`src/block_cache_lru_pin_manager_assert.svh`:
```
// ----------------------------------------------------------------------------
// Assertion macros for the buffer pool tag manager
// Clocked on clk_i, disabled while rst_ni is low.
// ----------------------------------------------------------------------------
`ifndef BLOCK_CACHE_LRU_PIN_MANAGER_ASSERT_SVH
`define BLOCK_CACHE_LRU_PIN_MANAGER_ASSERT_SVH

// Property holds at every edge.
`define BLKC_ASSERT(lbl, prop, msg) \
  lbl: assert property (@(posedge clk_i) disable iff (!rst_ni) (prop)) \
    else $error(msg);

// Condition at one edge implies a consequence at the next edge.
`define BLKC_ASSERT_NEXT(lbl, pre, post, msg) \
  lbl: assert property (@(posedge clk_i) disable iff (!rst_ni) (pre) |=> (post)) \
    else $error(msg);

`endif

```
`src/blkc_pkg.sv`:
```
// ----------------------------------------------------------------------------
// blkc_pkg
// Shared sizes, operation codes and the queued request type.
// ----------------------------------------------------------------------------
package blkc_pkg;

  localparam int unsigned NUM_SLOTS = 16;
  localparam int unsigned FILE_BITS = 8;
  localparam int unsigned OFF_BITS  = 16;
  localparam int unsigned SW        = $clog2(NUM_SLOTS);
  localparam int unsigned CW        = $clog2(NUM_SLOTS + 1);
  // Queue depth, a power of two.
  localparam int unsigned QDEPTH    = 2;
  localparam int unsigned QPW       = $clog2(QDEPTH);
  localparam int unsigned QCW       = $clog2(QDEPTH + 1);

  localparam logic [2:0] FUNC_REQUEST = 3'd0;
  localparam logic [2:0] FUNC_UNPIN   = 3'd1;
  localparam logic [2:0] FUNC_PIN     = 3'd2;
  localparam logic [2:0] FUNC_DIRTY   = 3'd3;
  localparam logic [2:0] FUNC_DROP    = 3'd4;
  localparam logic [2:0] FUNC_FLUSH   = 3'd5;

  typedef enum logic [2:0] {
    OP_REQUEST = 3'd0,
    OP_UNPIN   = 3'd1,
    OP_PIN     = 3'd2,
    OP_DIRTY   = 3'd3,
    OP_DROP    = 3'd4,
    OP_FLUSH   = 3'd5
  } op_e;

  typedef struct packed {
    op_e                  op;
    logic [FILE_BITS-1:0] file;
    logic [OFF_BITS-1:0]  off;
    logic                 slot_ok;
    logic [SW-1:0]        slot;
  } item_t;

endpackage

```
`src/blkc_front.sv`:
```
// ----------------------------------------------------------------------------
// blkc_front
// Accepts requests, decodes the function code and queues them for the back.
// ----------------------------------------------------------------------------
module blkc_front (
  input  logic                clk_i,
  input  logic                rst_ni,
  input  logic                in_valid_i,
  output logic                in_stall_o,
  input  logic [2:0]          func_i,
  input  logic [7:0]          file_id_i,
  input  logic [15:0]         block_offset_i,
  input  logic [3:0]          slot_index_i,
  output blkc_pkg::item_t     item_o,
  output logic                item_valid_o,
  input  logic                item_pop_i
);

  localparam int unsigned FILE_BITS = blkc_pkg::FILE_BITS;
  localparam int unsigned OFF_BITS  = blkc_pkg::OFF_BITS;
  localparam int unsigned SW        = blkc_pkg::SW;
  localparam int unsigned QPW       = blkc_pkg::QPW;
  localparam int unsigned QCW       = blkc_pkg::QCW;

  blkc_pkg::item_t mem_q [blkc_pkg::QDEPTH];
  logic [QPW-1:0]  wr_ptr_q, rd_ptr_q;
  logic [QCW-1:0]  cnt_q, cnt_d;
  blkc_pkg::item_t dec;
  logic            dec_ok, accept, push, pop;

  always_comb begin
    dec_ok  = 1'b1;
    dec.op  = blkc_pkg::OP_REQUEST;
    dec.file    = FILE_BITS'(file_id_i);
    dec.off     = OFF_BITS'(block_offset_i);
    dec.slot_ok = 32'(slot_index_i) < blkc_pkg::NUM_SLOTS;
    dec.slot    = SW'(slot_index_i);
    unique case (func_i)
      blkc_pkg::FUNC_REQUEST: dec.op = blkc_pkg::OP_REQUEST;
      blkc_pkg::FUNC_UNPIN:   dec.op = blkc_pkg::OP_UNPIN;
      blkc_pkg::FUNC_PIN:     dec.op = blkc_pkg::OP_PIN;
      blkc_pkg::FUNC_DIRTY:   dec.op = blkc_pkg::OP_DIRTY;
      blkc_pkg::FUNC_DROP:    dec.op = blkc_pkg::OP_DROP;
      blkc_pkg::FUNC_FLUSH:   dec.op = blkc_pkg::OP_FLUSH;
      default:                dec_ok = 1'b0; // drop unused codes
    endcase
  end

  assign in_stall_o   = cnt_q == QCW'(blkc_pkg::QDEPTH);
  assign accept       = in_valid_i && !in_stall_o;
  assign push         = accept && dec_ok;
  assign item_valid_o = cnt_q != '0;
  assign pop          = item_pop_i && item_valid_o;
  assign item_o       = mem_q[rd_ptr_q];

  always_comb begin
    cnt_d = cnt_q;
    if (push && !pop) cnt_d = cnt_q + 1'b1;
    else if (!push && pop) cnt_d = cnt_q - 1'b1;
  end

  always_ff @(posedge clk_i or negedge rst_ni) begin
    if (!rst_ni) begin
      wr_ptr_q <= '0;
      rd_ptr_q <= '0;
      cnt_q    <= '0;
    end else begin
      cnt_q <= cnt_d;
      if (push) wr_ptr_q <= wr_ptr_q + 1'b1;
      if (pop)  rd_ptr_q <= rd_ptr_q + 1'b1;
    end
  end

  always_ff @(posedge clk_i) begin
    if (push) mem_q[wr_ptr_q] <= dec;
  end

endmodule

```
`src/blkc_back.sv`:
```
// ----------------------------------------------------------------------------
// blkc_back
// Holds the slot tags and recency list, executes queued requests, registers results.
// ----------------------------------------------------------------------------
`include "block_cache_lru_pin_manager_assert.svh"

module blkc_back (
  input  logic            clk_i,
  input  logic            rst_ni,
  input  blkc_pkg::item_t item_i,
  input  logic            item_valid_i,
  output logic            item_pop_o,
  output logic            out_valid_o,
  input  logic            out_stall_i,
  output logic            hit_o,
  output logic            fetch_o,
  output logic [3:0]      slot_o,
  output logic            writeback_o,
  output logic [7:0]      wb_file_o,
  output logic [15:0]     wb_offset_o,
  output logic            all_pinned_o,
  output logic            last_o
);

  localparam int unsigned NUM_SLOTS = blkc_pkg::NUM_SLOTS;
  localparam int unsigned FILE_BITS = blkc_pkg::FILE_BITS;
  localparam int unsigned OFF_BITS  = blkc_pkg::OFF_BITS;
  localparam int unsigned SW        = blkc_pkg::SW;
  localparam int unsigned CW        = blkc_pkg::CW;

  typedef enum logic [3:0] {
    S_IDLE  = 4'b0001,
    S_LOOK  = 4'b0010,
    S_UPD   = 4'b0100,
    S_FLUSH = 4'b1000
  } state_e;

  state_e               state_q, state_d;
  logic [NUM_SLOTS-1:0] valid_q, pinned_q, dirty_q;
  logic [FILE_BITS-1:0] tag_file_q [NUM_SLOTS];
  logic [OFF_BITS-1:0]  tag_off_q  [NUM_SLOTS];
  logic [SW-1:0]        order_q    [NUM_SLOTS];
  logic [CW-1:0]        used_q;
  blkc_pkg::item_t      cur_q;

  logic                 hit_q, vic_ok_q;
  logic [SW-1:0]        hit_slot_q, hit_pos_q, vic_pos_q;

  logic                 out_valid_q, o_hit_q, o_fetch_q, o_wb_q, o_ap_q, o_last_q;
  logic [SW-1:0]        o_slot_q;
  logic [FILE_BITS-1:0] o_wbf_q;
  logic [OFF_BITS-1:0]  o_wbo_q;

  logic [NUM_SLOTS-1:0] match_vec, fmask;
  logic                 hit_any, vic_ok, full, out_free, fany, frest, hit_emit;
  logic [SW-1:0]        hit_slot, hit_pos, vic_pos, fslot;

  logic                 emit, e_hit, e_fetch, e_wb, e_ap, e_last;
  logic [SW-1:0]        e_slot;
  logic [FILE_BITS-1:0] e_wbf;
  logic [OFF_BITS-1:0]  e_wbo;
  logic                 claim_en, pin_set, shift_en, used_inc, flush_clr;
  logic [SW-1:0]        claim_slot, pin_slot, shift_pos, shift_slot;

  assign full     = used_q == CW'(NUM_SLOTS);
  assign out_free = !out_valid_q || !out_stall_i;
  assign item_pop_o = (state_q == S_IDLE) && item_valid_i;
  assign hit_emit = (state_q == S_UPD) && out_free && hit_q;

  // Tag match, hit position in the recency list, LRU unpinned victim.
  always_comb begin
    hit_slot = '0;
    hit_pos  = SW'(NUM_SLOTS - 1);
    vic_ok   = 1'b0;
    vic_pos  = '0;
    for (int i = 0; i < NUM_SLOTS; i++) begin
      match_vec[i] = valid_q[i] && (tag_file_q[i] == cur_q.file) &&
                     (tag_off_q[i] == cur_q.off);
    end
    hit_any = |match_vec;
    for (int i = NUM_SLOTS - 1; i >= 0; i--) begin
      if (match_vec[i]) hit_slot = SW'(i);
    end
    for (int p = NUM_SLOTS - 1; p >= 0; p--) begin
      if (CW'(p) < used_q && match_vec[order_q[p]]) hit_pos = SW'(p);
    end
    for (int p = 0; p < NUM_SLOTS; p++) begin
      if (!pinned_q[order_q[p]]) begin
        vic_ok  = 1'b1;
        vic_pos = SW'(p);
      end
    end
  end

  // Lowest valid dirty slot for flush.
  always_comb begin
    fmask = valid_q & dirty_q;
    fany  = |fmask;
    fslot = '0;
    for (int i = NUM_SLOTS - 1; i >= 0; i--) begin
      if (fmask[i]) fslot = SW'(i);
    end
    frest = |(fmask & ~(NUM_SLOTS'(1) << fslot));
  end

  always_comb begin
    state_d    = state_q;
    emit       = 1'b0;
    e_hit      = 1'b0;
    e_fetch    = 1'b0;
    e_slot     = '0;
    e_wb       = 1'b0;
    e_wbf      = '0;
    e_wbo      = '0;
    e_ap       = 1'b0;
    e_last     = 1'b1;
    claim_en   = 1'b0;
    claim_slot = '0;
    pin_set    = 1'b0;
    pin_slot   = '0;
    shift_en   = 1'b0;
    shift_pos  = '0;
    shift_slot = '0;
    used_inc   = 1'b0;
    flush_clr  = 1'b0;
    unique case (state_q)
      S_IDLE: begin
        if (item_valid_i) begin
          if (item_i.op == blkc_pkg::OP_REQUEST) state_d = S_LOOK;
          else if (item_i.op == blkc_pkg::OP_FLUSH) state_d = S_FLUSH;
        end
      end
      S_LOOK: state_d = S_UPD;
      S_UPD: begin
        if (out_free) begin
          emit    = 1'b1;
          state_d = S_IDLE;
          priority if (hit_q) begin
            e_hit      = 1'b1;
            e_slot     = hit_slot_q;
            pin_set    = 1'b1;
            pin_slot   = hit_slot_q;
            shift_en   = 1'b1;
            shift_pos  = hit_pos_q;
            shift_slot = hit_slot_q;
          end else if (!full) begin
            e_fetch    = 1'b1;
            e_slot     = SW'(used_q);
            claim_en   = 1'b1;
            claim_slot = SW'(used_q);
            shift_en   = 1'b1;
            shift_pos  = SW'(used_q);
            shift_slot = SW'(used_q);
            used_inc   = 1'b1;
          end else if (vic_ok_q) begin
            e_fetch    = 1'b1;
            e_slot     = order_q[vic_pos_q];
            e_wb       = valid_q[order_q[vic_pos_q]] && dirty_q[order_q[vic_pos_q]];
            e_wbf      = e_wb ? tag_file_q[order_q[vic_pos_q]] : '0;
            e_wbo      = e_wb ? tag_off_q[order_q[vic_pos_q]] : '0;
            claim_en   = 1'b1;
            claim_slot = order_q[vic_pos_q];
            shift_en   = 1'b1;
            shift_pos  = vic_pos_q;
            shift_slot = order_q[vic_pos_q];
          end else begin
            e_ap = 1'b1;
          end
        end
      end
      S_FLUSH: begin
        if (!fany) begin
          state_d = S_IDLE;
        end else if (out_free) begin
          emit      = 1'b1;
          e_slot    = fslot;
          e_wb      = 1'b1;
          e_wbf     = tag_file_q[fslot];
          e_wbo     = tag_off_q[fslot];
          e_last    = !frest;
          flush_clr = 1'b1;
          if (!frest) state_d = S_IDLE;
        end
      end
      default: state_d = S_IDLE;
    endcase
  end

  always_ff @(posedge clk_i or negedge rst_ni) begin
    if (!rst_ni) begin
      state_q     <= S_IDLE;
      valid_q     <= '0;
      pinned_q    <= '0;
      dirty_q     <= '0;
      used_q      <= '0;
      out_valid_q <= 1'b0;
    end else begin
      state_q <= state_d;
      if (emit) out_valid_q <= 1'b1;
      else if (!out_stall_i) out_valid_q <= 1'b0;
      if (used_inc) used_q <= used_q + 1'b1;
      if (item_pop_o) begin
        unique case (item_i.op)
          blkc_pkg::OP_UNPIN: if (item_i.slot_ok) pinned_q[item_i.slot] <= 1'b0;
          blkc_pkg::OP_PIN:   if (item_i.slot_ok) pinned_q[item_i.slot] <= 1'b1;
          blkc_pkg::OP_DIRTY: if (item_i.slot_ok) dirty_q[item_i.slot] <= 1'b1;
          blkc_pkg::OP_DROP: begin
            for (int i = 0; i < NUM_SLOTS; i++) begin
              if (CW'(i) < used_q && tag_file_q[i] == item_i.file) valid_q[i] <= 1'b0;
            end
          end
          default: ;
        endcase
      end
      if (pin_set) pinned_q[pin_slot] <= 1'b1;
      if (claim_en) begin
        valid_q[claim_slot]  <= 1'b1;
        pinned_q[claim_slot] <= 1'b1;
        dirty_q[claim_slot]  <= 1'b0;
      end
      if (flush_clr) dirty_q[fslot] <= 1'b0;
    end
  end

  // Payload registers: tags, recency list, latched request, results.
  always_ff @(posedge clk_i) begin
    if (item_pop_o) cur_q <= item_i;
    if (state_q == S_LOOK) begin
      hit_q      <= hit_any;
      hit_slot_q <= hit_slot;
      hit_pos_q  <= hit_pos;
      vic_ok_q   <= vic_ok;
      vic_pos_q  <= vic_pos;
    end
    if (claim_en) begin
      tag_file_q[claim_slot] <= cur_q.file;
      tag_off_q[claim_slot]  <= cur_q.off;
    end
    // Move the chosen entry to the front, shift the ones ahead of it back.
    if (shift_en) begin
      for (int j = 0; j < NUM_SLOTS; j++) begin
        if (j == 0) order_q[j] <= shift_slot;
        else if (SW'(j) <= shift_pos) order_q[j] <= order_q[j-1];
      end
    end
    if (emit) begin
      o_hit_q   <= e_hit;
      o_fetch_q <= e_fetch;
      o_slot_q  <= e_slot;
      o_wb_q    <= e_wb;
      o_wbf_q   <= e_wbf;
      o_wbo_q   <= e_wbo;
      o_ap_q    <= e_ap;
      o_last_q  <= e_last;
    end
  end

  assign out_valid_o  = out_valid_q;
  assign hit_o        = o_hit_q;
  assign fetch_o      = o_fetch_q;
  assign slot_o       = 4'(o_slot_q);
  assign writeback_o  = o_wb_q;
  assign wb_file_o    = 8'(o_wbf_q);
  assign wb_offset_o  = 16'(o_wbo_q);
  assign all_pinned_o = o_ap_q;
  assign last_o       = o_last_q;

  `BLKC_ASSERT(a_used_bound, used_q <= CW'(NUM_SLOTS), "slot fill count overflow")
  `BLKC_ASSERT(a_valid_in_used, (valid_q >> used_q) == '0, "valid slot beyond fill count")
  `BLKC_ASSERT_NEXT(a_hit_result, hit_emit, out_valid_q && o_hit_q && !o_fetch_q, "hit result")

endmodule

```
`src/block_cache_lru_pin_manager.sv`:
```
// ----------------------------------------------------------------------------
// block_cache_lru_pin_manager
// Buffer pool tag manager with LRU replacement and slot pinning.
// ----------------------------------------------------------------------------
// A request is queued, popped while the back is idle, looked up, and its result is
// registered in the update state; the back takes no new item until it is idle again.
// Pin, unpin, dirty and drop apply when popped; flush emits a writeback per dirty slot.
// A 2-entry queue decouples intake from execution.
// Reset clears valid, pinned, dirty bits and the fill count; no clearing pass.
module block_cache_lru_pin_manager (
  input  logic        clk_i,
  input  logic        rst_ni,
  input  logic        in_valid_i,
  output logic        in_stall_o,
  input  logic [2:0]  func_i,
  input  logic [7:0]  file_id_i,
  input  logic [15:0] block_offset_i,
  input  logic [3:0]  slot_index_i,
  output logic        out_valid_o,
  input  logic        out_stall_i,
  output logic        hit_o,
  output logic        fetch_o,
  output logic [3:0]  slot_o,
  output logic        writeback_o,
  output logic [7:0]  wb_file_o,
  output logic [15:0] wb_offset_o,
  output logic        all_pinned_o,
  output logic        last_o
);

  blkc_pkg::item_t item;
  logic            item_valid;
  logic            item_pop;

  blkc_front u_front (
    .clk_i          (clk_i),
    .rst_ni         (rst_ni),
    .in_valid_i     (in_valid_i),
    .in_stall_o     (in_stall_o),
    .func_i         (func_i),
    .file_id_i      (file_id_i),
    .block_offset_i (block_offset_i),
    .slot_index_i   (slot_index_i),
    .item_o         (item),
    .item_valid_o   (item_valid),
    .item_pop_i     (item_pop)
  );

  blkc_back u_back (
    .clk_i        (clk_i),
    .rst_ni       (rst_ni),
    .item_i       (item),
    .item_valid_i (item_valid),
    .item_pop_o   (item_pop),
    .out_valid_o  (out_valid_o),
    .out_stall_i  (out_stall_i),
    .hit_o        (hit_o),
    .fetch_o      (fetch_o),
    .slot_o       (slot_o),
    .writeback_o  (writeback_o),
    .wb_file_o    (wb_file_o),
    .wb_offset_o  (wb_offset_o),
    .all_pinned_o (all_pinned_o),
    .last_o       (last_o)
  );

endmodule

```
`config.mk`:
```
export PLATFORM = sky130hd
export DESIGN_NAME = block_cache_lru_pin_manager
export DESIGN_NICKNAME = d
export VERILOG_FILES = /design/src/blkc_pkg.sv /design/src/blkc_front.sv /design/src/blkc_back.sv /design/src/block_cache_lru_pin_manager.sv
export VERILOG_INCLUDE_DIRS = /design/src /design/src/src
export SDC_FILE = /design/constraint.sdc
export NUM_CORES = 2
export LEC_CHECK = 0
export ABC_AREA = 1
export BUFFER_PORTS_ARGS = -buffer_cell sky130_fd_sc_hd__buf_4
export CAP_MARGIN = 0
export CORE_ASPECT_RATIO = 1.5
export CORE_UTILIZATION = 40
export CTS_CLUSTER_SIZE = 25
export DETAILED_ROUTE_END_ITERATION = 6
export PLACE_DENSITY_LB_ADDON = 0.12
export SYNTH_ARGS = -nofsm -noshare
export SYNTH_HDL_FRONTEND = slang
export SYNTH_SLANG_ARGS = --single-unit
```
`constraint.sdc`:
```
create_clock -name clk_i -period 4.86 [get_ports clk_i]
set_clock_uncertainty 0.1 [all_clocks]
set_input_delay 0.729 -clock clk_i [delete_from_list [all_inputs] [get_ports clk_i]]
set_output_delay 0.729 -clock clk_i [all_outputs]
set_load 0.1 [all_outputs]
```
After elaboration in Yosys (flattened, before gate mapping)
Memory sizes are Yosys's and may differ from the RTL's. Index checks and enable logic that the tools add are counted.

Input bits: 35. Memory bits (writable): 510. Memories kept: 4. Output and inout port bits: 35. Flip-flop bits (word level): 133. Logic and storage cells: 577.

Shift operators: 1. Eq/ne operators: 70. Magnitude comparators: 56. Bitwise gates (word level): 17. $add $sub $neg: 5. Reduce and logical (&&, ||, !) cells: 102. Muxes and demuxes: 289.

Memories: u_back.tag_off_q (words 16, bits a word 16, rd ports 18, clocked after memory_dff 0, wr ports 1, line blkc_back.sv:41) `logic [OFF_BITS-1:0] tag_off_q [NUM_SLOTS];`; u_back.tag_file_q (words 16, bits a word 8, rd ports 18, clocked after memory_dff 0, wr ports 1, line blkc_back.sv:40) `logic [FILE_BITS-1:0] tag_file_q [NUM_SLOTS];`; u_back.order_q (words 16, bits a word 4, rd ports 17, clocked after memory_dff 0, wr ports 16, line blkc_back.sv:42) `logic [SW-1:0] order_q [NUM_SLOTS];`; u_front.mem_q (words 2, bits a word 31, rd ports 1, clocked after memory_dff 0, wr ports 1, line blkc_front.sv:25) `blkc_pkg::item_t mem_q [blkc_pkg::QDEPTH];`.

Operators by type and width (number): 16-bit 2-to-1 mux (20); 16-bit equality test (16); 8-bit equality test (32); 4-bit 2-to-1 mux (49); 1-bit 2-to-1 mux (136); 1-bit binary-select mux with 4-bit select (33); 4-bit by 5-bit less-than comparator with 1-bit output (second input constant) (21); 16-bit bitwise AND (5); 16-bit bitwise OR (5); 1-bit logical AND (74); 16-bit inverter (4); 16-bit case mux with 2 select lines (2); 3-bit 2-to-1 mux (20); 8-bit 2-to-1 mux (7); 16-bit OR reduction (3); 4-bit by 5-bit less-than comparator with 1-bit output (first input constant) (8); 4-bit <= comparator (first input constant) (8); 2-bit 2-to-1 mux (12); 3-bit by 5-bit less-than comparator with 1-bit output (first input constant) (4); 1-bit demux with 4-bit select (4); 4-bit by 1-bit greater-or-equal comparator with 1-bit output (second input constant) (4); 3-bit by 4-bit <= comparator with 1-bit output (first input constant) (4); 4-bit case mux with 4 select lines (1); 8-bit case mux with 2 select lines (1); 39 further kinds (67).

Logic depth before layout (Yosys ltp)
Depth in word-level cells: 25. Mapped depth: 30. Gate-level depth less buffers: 27.

Cells and area by module
Synthesis repeated with hierarchy kept, for this count alone.

Cells, all modules: 5774. Area total of the unflattened synthesis: 43873.3 um^2.

Modules (own cells, without submodules): blkc_back (sequential area each 17037.6 um^2, times used 1, cells each 5568, area each 41284.6 um^2); blkc_front (sequential area each 1961.9 um^2, times used 1, cells each 206, area each 2588.7 um^2).

Least setup slack after synthesis
Ideal clock, no wire load.

Path type: reg-to-reg. Start: register u_back.out_valid_q, in the netlist u_back.out_valid_o. End: register u_back.dirty_q[13]. Data required time: 4.619 ns. Data arrival time: 3.369 ns. Stages on the path, launching flop included: 15. Slack: 1.250 ns. Setup time: 0.141 ns. Buffers on the path: 0. Period minus slack after synthesis: 3.610 ns. Path through: dfrtp_1 nand2_1 inv_1 nor2_1 inv_1 nor2_1 inv_1 nor2_1 nand2_1 nor2_1 inv_1 nor2_1 inv_1 o21ai_0 a31oi_1.

Elaborated cells on any way between the ends: 19. Classes of those cells: order compare (2); mux (11); bitwise (3); reduce/logical (3).

RTL lines: start: declaration (line blkc_back.sv:49) `logic out_valid_q, o_hit_q, o_fetch_q, o_wb_q, o_ap_q, o_last_q;`; start signal: assignment (line blkc_back.sv:196) `out_valid_q <= 1'b0;`; start signal: assignment (line blkc_back.sv:199) `if (emit) out_valid_q <= 1'b1;`; start signal: assignment (line blkc_back.sv:200) `else if (!out_stall_i) out_valid_q <= 1'b0;`; 1-bit zero test (*) (line blkc_back.sv:66) `assign out_free = !out_valid_q || !out_stall_i;`; 1-bit logical OR (*) (line blkc_back.sv:66); 1-bit 2-to-1 mux (*) (line blkc_back.sv:135) `if (out_free) begin`; 1-bit 2-to-1 mux (*) (line blkc_back.sv:126) `unique case (state_q)`; named net u_back.claim_en (line blkc_back.sv:62) `logic claim_en, pin_set, shift_en, used_inc, flush_clr;`; 16-bit 2-to-1 mux (*) (line blkc_back.sv:216) `if (claim_en) begin`; 16-bit bitwise AND (no source line); 16-bit 2-to-1 mux (*) (line blkc_back.sv:221) `if (flush_clr) dirty_q[fslot] <= 1'b0;`; end signal: indexed assignment (line blkc_back.sv:206) `blkc_pkg::OP_DIRTY: if (item_i.slot_ok) dirty_q[item_i.slot] <= 1'b1;`; end signal: indexed assignment (line blkc_back.sv:219) `dirty_q[claim_slot] <= 1'b0;`; end signal: indexed assignment (line blkc_back.sv:221); end: declaration (line blkc_back.sv:39) `logic [NUM_SLOTS-1:0] valid_q, pinned_q, dirty_q;`.

The timed path passes the listed nets; every way through them passes the cells marked *. A chain may end at the register's enable or synchronous reset.

Worst setup path in the final report
Start: register u_back.valid_q[12]. End: register u_back.o_wbf_q[2], in the netlist u_back.wb_file_o[2] (data pin).

Word-level cells in the longest chain between the ends: 18. Elaborated cells on any way between the ends: 27. Classes of those cells: mux (23); bitwise (1); reduce/logical (2); memory (1).

RTL lines: start: declaration (line blkc_back.sv:39); start signal: assignment (line blkc_back.sv:192) `valid_q <= '0;`; start signal: indexed assignment (line blkc_back.sv:209) `if (CW'(i) < used_q && tag_file_q[i] == item_i.file) valid_q[i] <= 1'b0;`; start signal: indexed assignment (line blkc_back.sv:217) `valid_q[claim_slot] <= 1'b1;`; 16-bit bitwise AND (line blkc_back.sv:97) `fmask = valid_q & dirty_q;`; 4-bit 2-to-1 mux (13 in a row) (line blkc_back.sv:101) `if (fmask[i]) fslot = SW'(i);`; memory 16 x 8 bit; 8-bit 2-to-1 mux (line blkc_back.sv:174) `end else if (out_free) begin`; 8-bit 2-to-1 mux (line blkc_back.sv:172) `if (!fany) begin`; 8-bit case mux with 2 select lines (*) (line blkc_back.sv:126); named net u_back.e_wbf[2] (line blkc_back.sv:60) `logic [FILE_BITS-1:0] e_wbf;`; end signal: assignment (line blkc_back.sv:251) `o_wbf_q <= e_wbf;`; end: declaration (line blkc_back.sv:51) `logic [FILE_BITS-1:0] o_wbf_q;`.

The timed path passes the listed nets; every way through them passes the cells marked *. The select of a mux whose other input is x is not followed.

==> summary.md <==
| Metric | Value |
|---|---|
| Status | finished with violations |
| Failing checks | DRC, slew limit |
| Clk sink count | 643 |
| Worst-Skew Late Latency | 710 ps |
| Vert. Die Dim | 407 µm |
| Clock Pin Slew Worst Setup and Hold Paths | 70 ps |
| GP Congestion | 1.10 |
| Hold Crit Class | primary input to async pin |
| Most frequent cell after synthesis | nand2_1 |
| CTS tree | built |
| Yosys reg bits | 643 |
| Total track usage | 0.458 |
| Setup Fix Bufs, Post-CTS | 0 |
| Post-synth EDFFs | 581 |
| Setup crit start | u_back.valid_q[12]$_DFF_PN0_ |
| Vias in the first global route | 43700 |
| Synth cell types | 72 |
| Initial antenna violation count | 11 |
| Critical Path Start Type | flop |
| Share of post-route cells with drive strength above 1 | 0.0960 |
| Worst Reg2Reg Path Length in Cells | 19 |
| Ys flop type | edfxtp_1 |
| Worst path arrival time | 5150 ps |
| Clk root buf | clkbuf_16 |
| H-tree levels | 3 |
| Max Transition Viols Final | 7 |
| Placed cell area | 0.0469 mm² |
| Num ports | 70 |
| Port Buffers | 69 |
| Vias per Instance | 6.40 |
| DP Wirelength | 197000 µm |
| Cts bufs inserted | 72 |
| Relative slew margins | -0.0459 |
| Final hold vios | 0 |
| Reg-to-Reg End | u_back.wb_file_o[2]$_DFFE_PP_ |
| Worst VDD drop | 0.830 mV |
| Die ar. | 0.111 mm² |
| RSZ-0062 raised after global routing | false |
| DRT Wirelength | 259000 µm |
| Syn Area/Cell | 7.62 µm² |
| Crit-path max FO | 61 |
| DR iter-0 viols | 6890 |
| CP Capture Type | flop |
| First-pass GRT wire length | 353000 µm |
| Leak Pwr | 19.8 nW |
| Ys async rst share | 0.0964 |
| Synth Warn # | 0 |
| RR Startpoint | u_back.valid_q[12]$_DFF_PN0_ |
| Final Cycle Share | 0.971 |
| Synth top area cells | edfxtp_1 (40%), nand2_1 (11%), nor2_1 (5.3%) |
| Max Cap Viol | 0 |
| Bufs on Longest Clock Path | 3 |
| Power per cell area | 683 mW/mm² |
| Setup TNS Final | 0 ps |
| Top-area cell type share of the netlist area | 0.398 |
| Worst-margin pin slew | 1570 ps |
| Cts repair resizes | 0 |
| Sequential area share after synthesis | 0.434 |
| Hold_buf cts | 0 |
| Final ANT Viol Nets | 0 |
| Layout Nets | 5868 |
| Pre-antenna DRT Iters | 7 |
| Starting density of the core | 0.403 |
| Wire per inst | 35.5 µm |
| Core Area | 0.109 mm² |
| Grt ovf | 0 |
| DR vias | 46900 |
| Fmax | 212 MHz |
| CP endpoint | u_back.wb_file_o[2]$_DFFE_PP_ |
| Fin crit period | 4720 ps |
| Syn Inst Count | 5749 |
| Die Wd | 272 µm |
| Synthesized Nets | 5787 |
| Worst reg-to-reg setup slack | 140 ps |
| Drt drc | 4 |
| Area Growth Syn to Fin | 12.6% |
| Setup violators final | 0 |
| Critical path class | flop to flop |
| WP data required | 5290 ps |
| Most instantiated cells after synthesis | nand2_1 (1336), nor2_1 (624), edfxtp_1 (581) |
| Site Rows | 148 |
| Synthesized cell area | 0.0438 mm² |
| Final instance area | 0.0493 mm² |
| Largest net degree at the start of global routing | 99 |
| Synth area leader | edfxtp_1 |
[routing by layer]
metal / wire length [µm] / up-vias / GRT usage
met5: 95 / - / 0
met4: 30600 / 14 / 0.446
met3: 24600 / 1015 / 0.0975
met2: 115000 / 3428 / 0.704
met1: 89600 / 22300 / 0.524
li1: - / 20100 / -
[worst min path at each step]
stage | end | cells after the start | slack (ps) | from
4_1_cts | u_back.valid_q[7]$_DFF_PN0_ | 1 | 100 | rst_ni
3_5_place_dp | u_back.tag_file_q[7][0]$_DFFE_PP_ | 0 | 390 | u_back.cur_q[21]$_DFFE_PP_
2_1_floorplan | u_back.order_q[11][0]$_DFFE_PP_ | 0 | 320 | u_back.order_q[10][0]$_DFFE_PP_
3_3_place_gp | u_back.tag_file_q[7][0]$_DFFE_PP_ | 0 | 380 | u_back.cur_q[21]$_DFFE_PP_
5_1_grt | u_front.wr_ptr_q$_DFFE_PN0P_ | 1 | 110 | rst_ni
6_report | u_front.wr_ptr_q$_DFFE_PN0P_ | 1 | 50 | rst_ni
[sequential cells by signal (all words and copies together), names as in the netlist, 8 cells and up]
signal	count
u_back.cur_q	24
u_back.dirty_q	16
u_back.order_q	64
u_back.pinned_q	16
u_back.tag_file_q	128
u_back.tag_off_q	256
u_back.valid_q	16
u_back.wb_file_o	8
u_back.wb_offset_o	16
u_front.mem_q	62
[layout by cell type, fill, tap and decap left out, drive strengths merged, types with 11 or more instances in the layout]
cell type	count
nand2	1343
nor2	633
edfxtp	581
inv	565
o21ai	478
nand3	394
a21oi	362
buf	333
o211ai	158
nand4	134
o22ai	132
xnor2	93
clkbuf	81
xor2	73
o31ai	70
dfrtp	61
nor3	57
a31oi	40
or2	34
clkinv	31
a221oi	28
nor4	26
o2111ai	22
o221ai	17
nor3b	14
nand3b	13
a211oi	11
[metrics by stage]
step           power (mW)  utilization  setup WS [ps]  cells  hold slack [ps]
4_1_cts              32.8        0.454            355   7307              101
3_5_place_dp         27.0        0.432            373   7180              395
6_report             33.7        0.454            140   7316             50.0
5_1_grt              34.1        0.454            155   7310              105
3_3_place_gp         27.0        0.432            417   7180              381
2_1_floorplan        17.8            -           1250   5749              321
[cell type report]
| type | count | area [µm²] |
|---|---|---|
| fillers | 11200 | 59200 |
| multi-input cells | 4214 | 21100 |
| flip-flops and latches | 643 | 19000 |
| repair buffers | 334 | 2910 |
| inverters | 565 | 2130 |
| clock buffers | 80 | 1870 |
| well taps | 1425 | 1780 |
| clock inverters | 47 | 500 |
| diodes | 8 | 20.0 |
[report_power, final]
group          internal [mW]  total (mW)  switching [mW]
clock network           3.22        5.83            2.61
registers               7.08        7.72           0.644
logic                   4.95        20.1            15.2
[worst max-delay path: stages (launching register included)]
cell and delay, ps:
dfrtp_1 650, nand2_1 270, a21oi_1 190, o21ai_0 90, nand2_1 150, nand2_1 80, nand2_1 70, nand2_1 50
nand2_1 50, nand2_1 40, nand2_1 110, nand2_1 130, nand2_2 200, nor2_8 60, inv_2 90, buf_12 300
nor2_1 80, nor3_1 1110, o221ai_1 320, o21ai_0 240
[kinds of logic after synthesis]
group / share of synthesized area
simple gates: 0.262
xor+xnor: 0.0332
buf+inv: 0.0871
flops: 0.434
fa+ha+maj: 0.000857
compound gates: 0.183
Power figures use the tool's default switching activity.
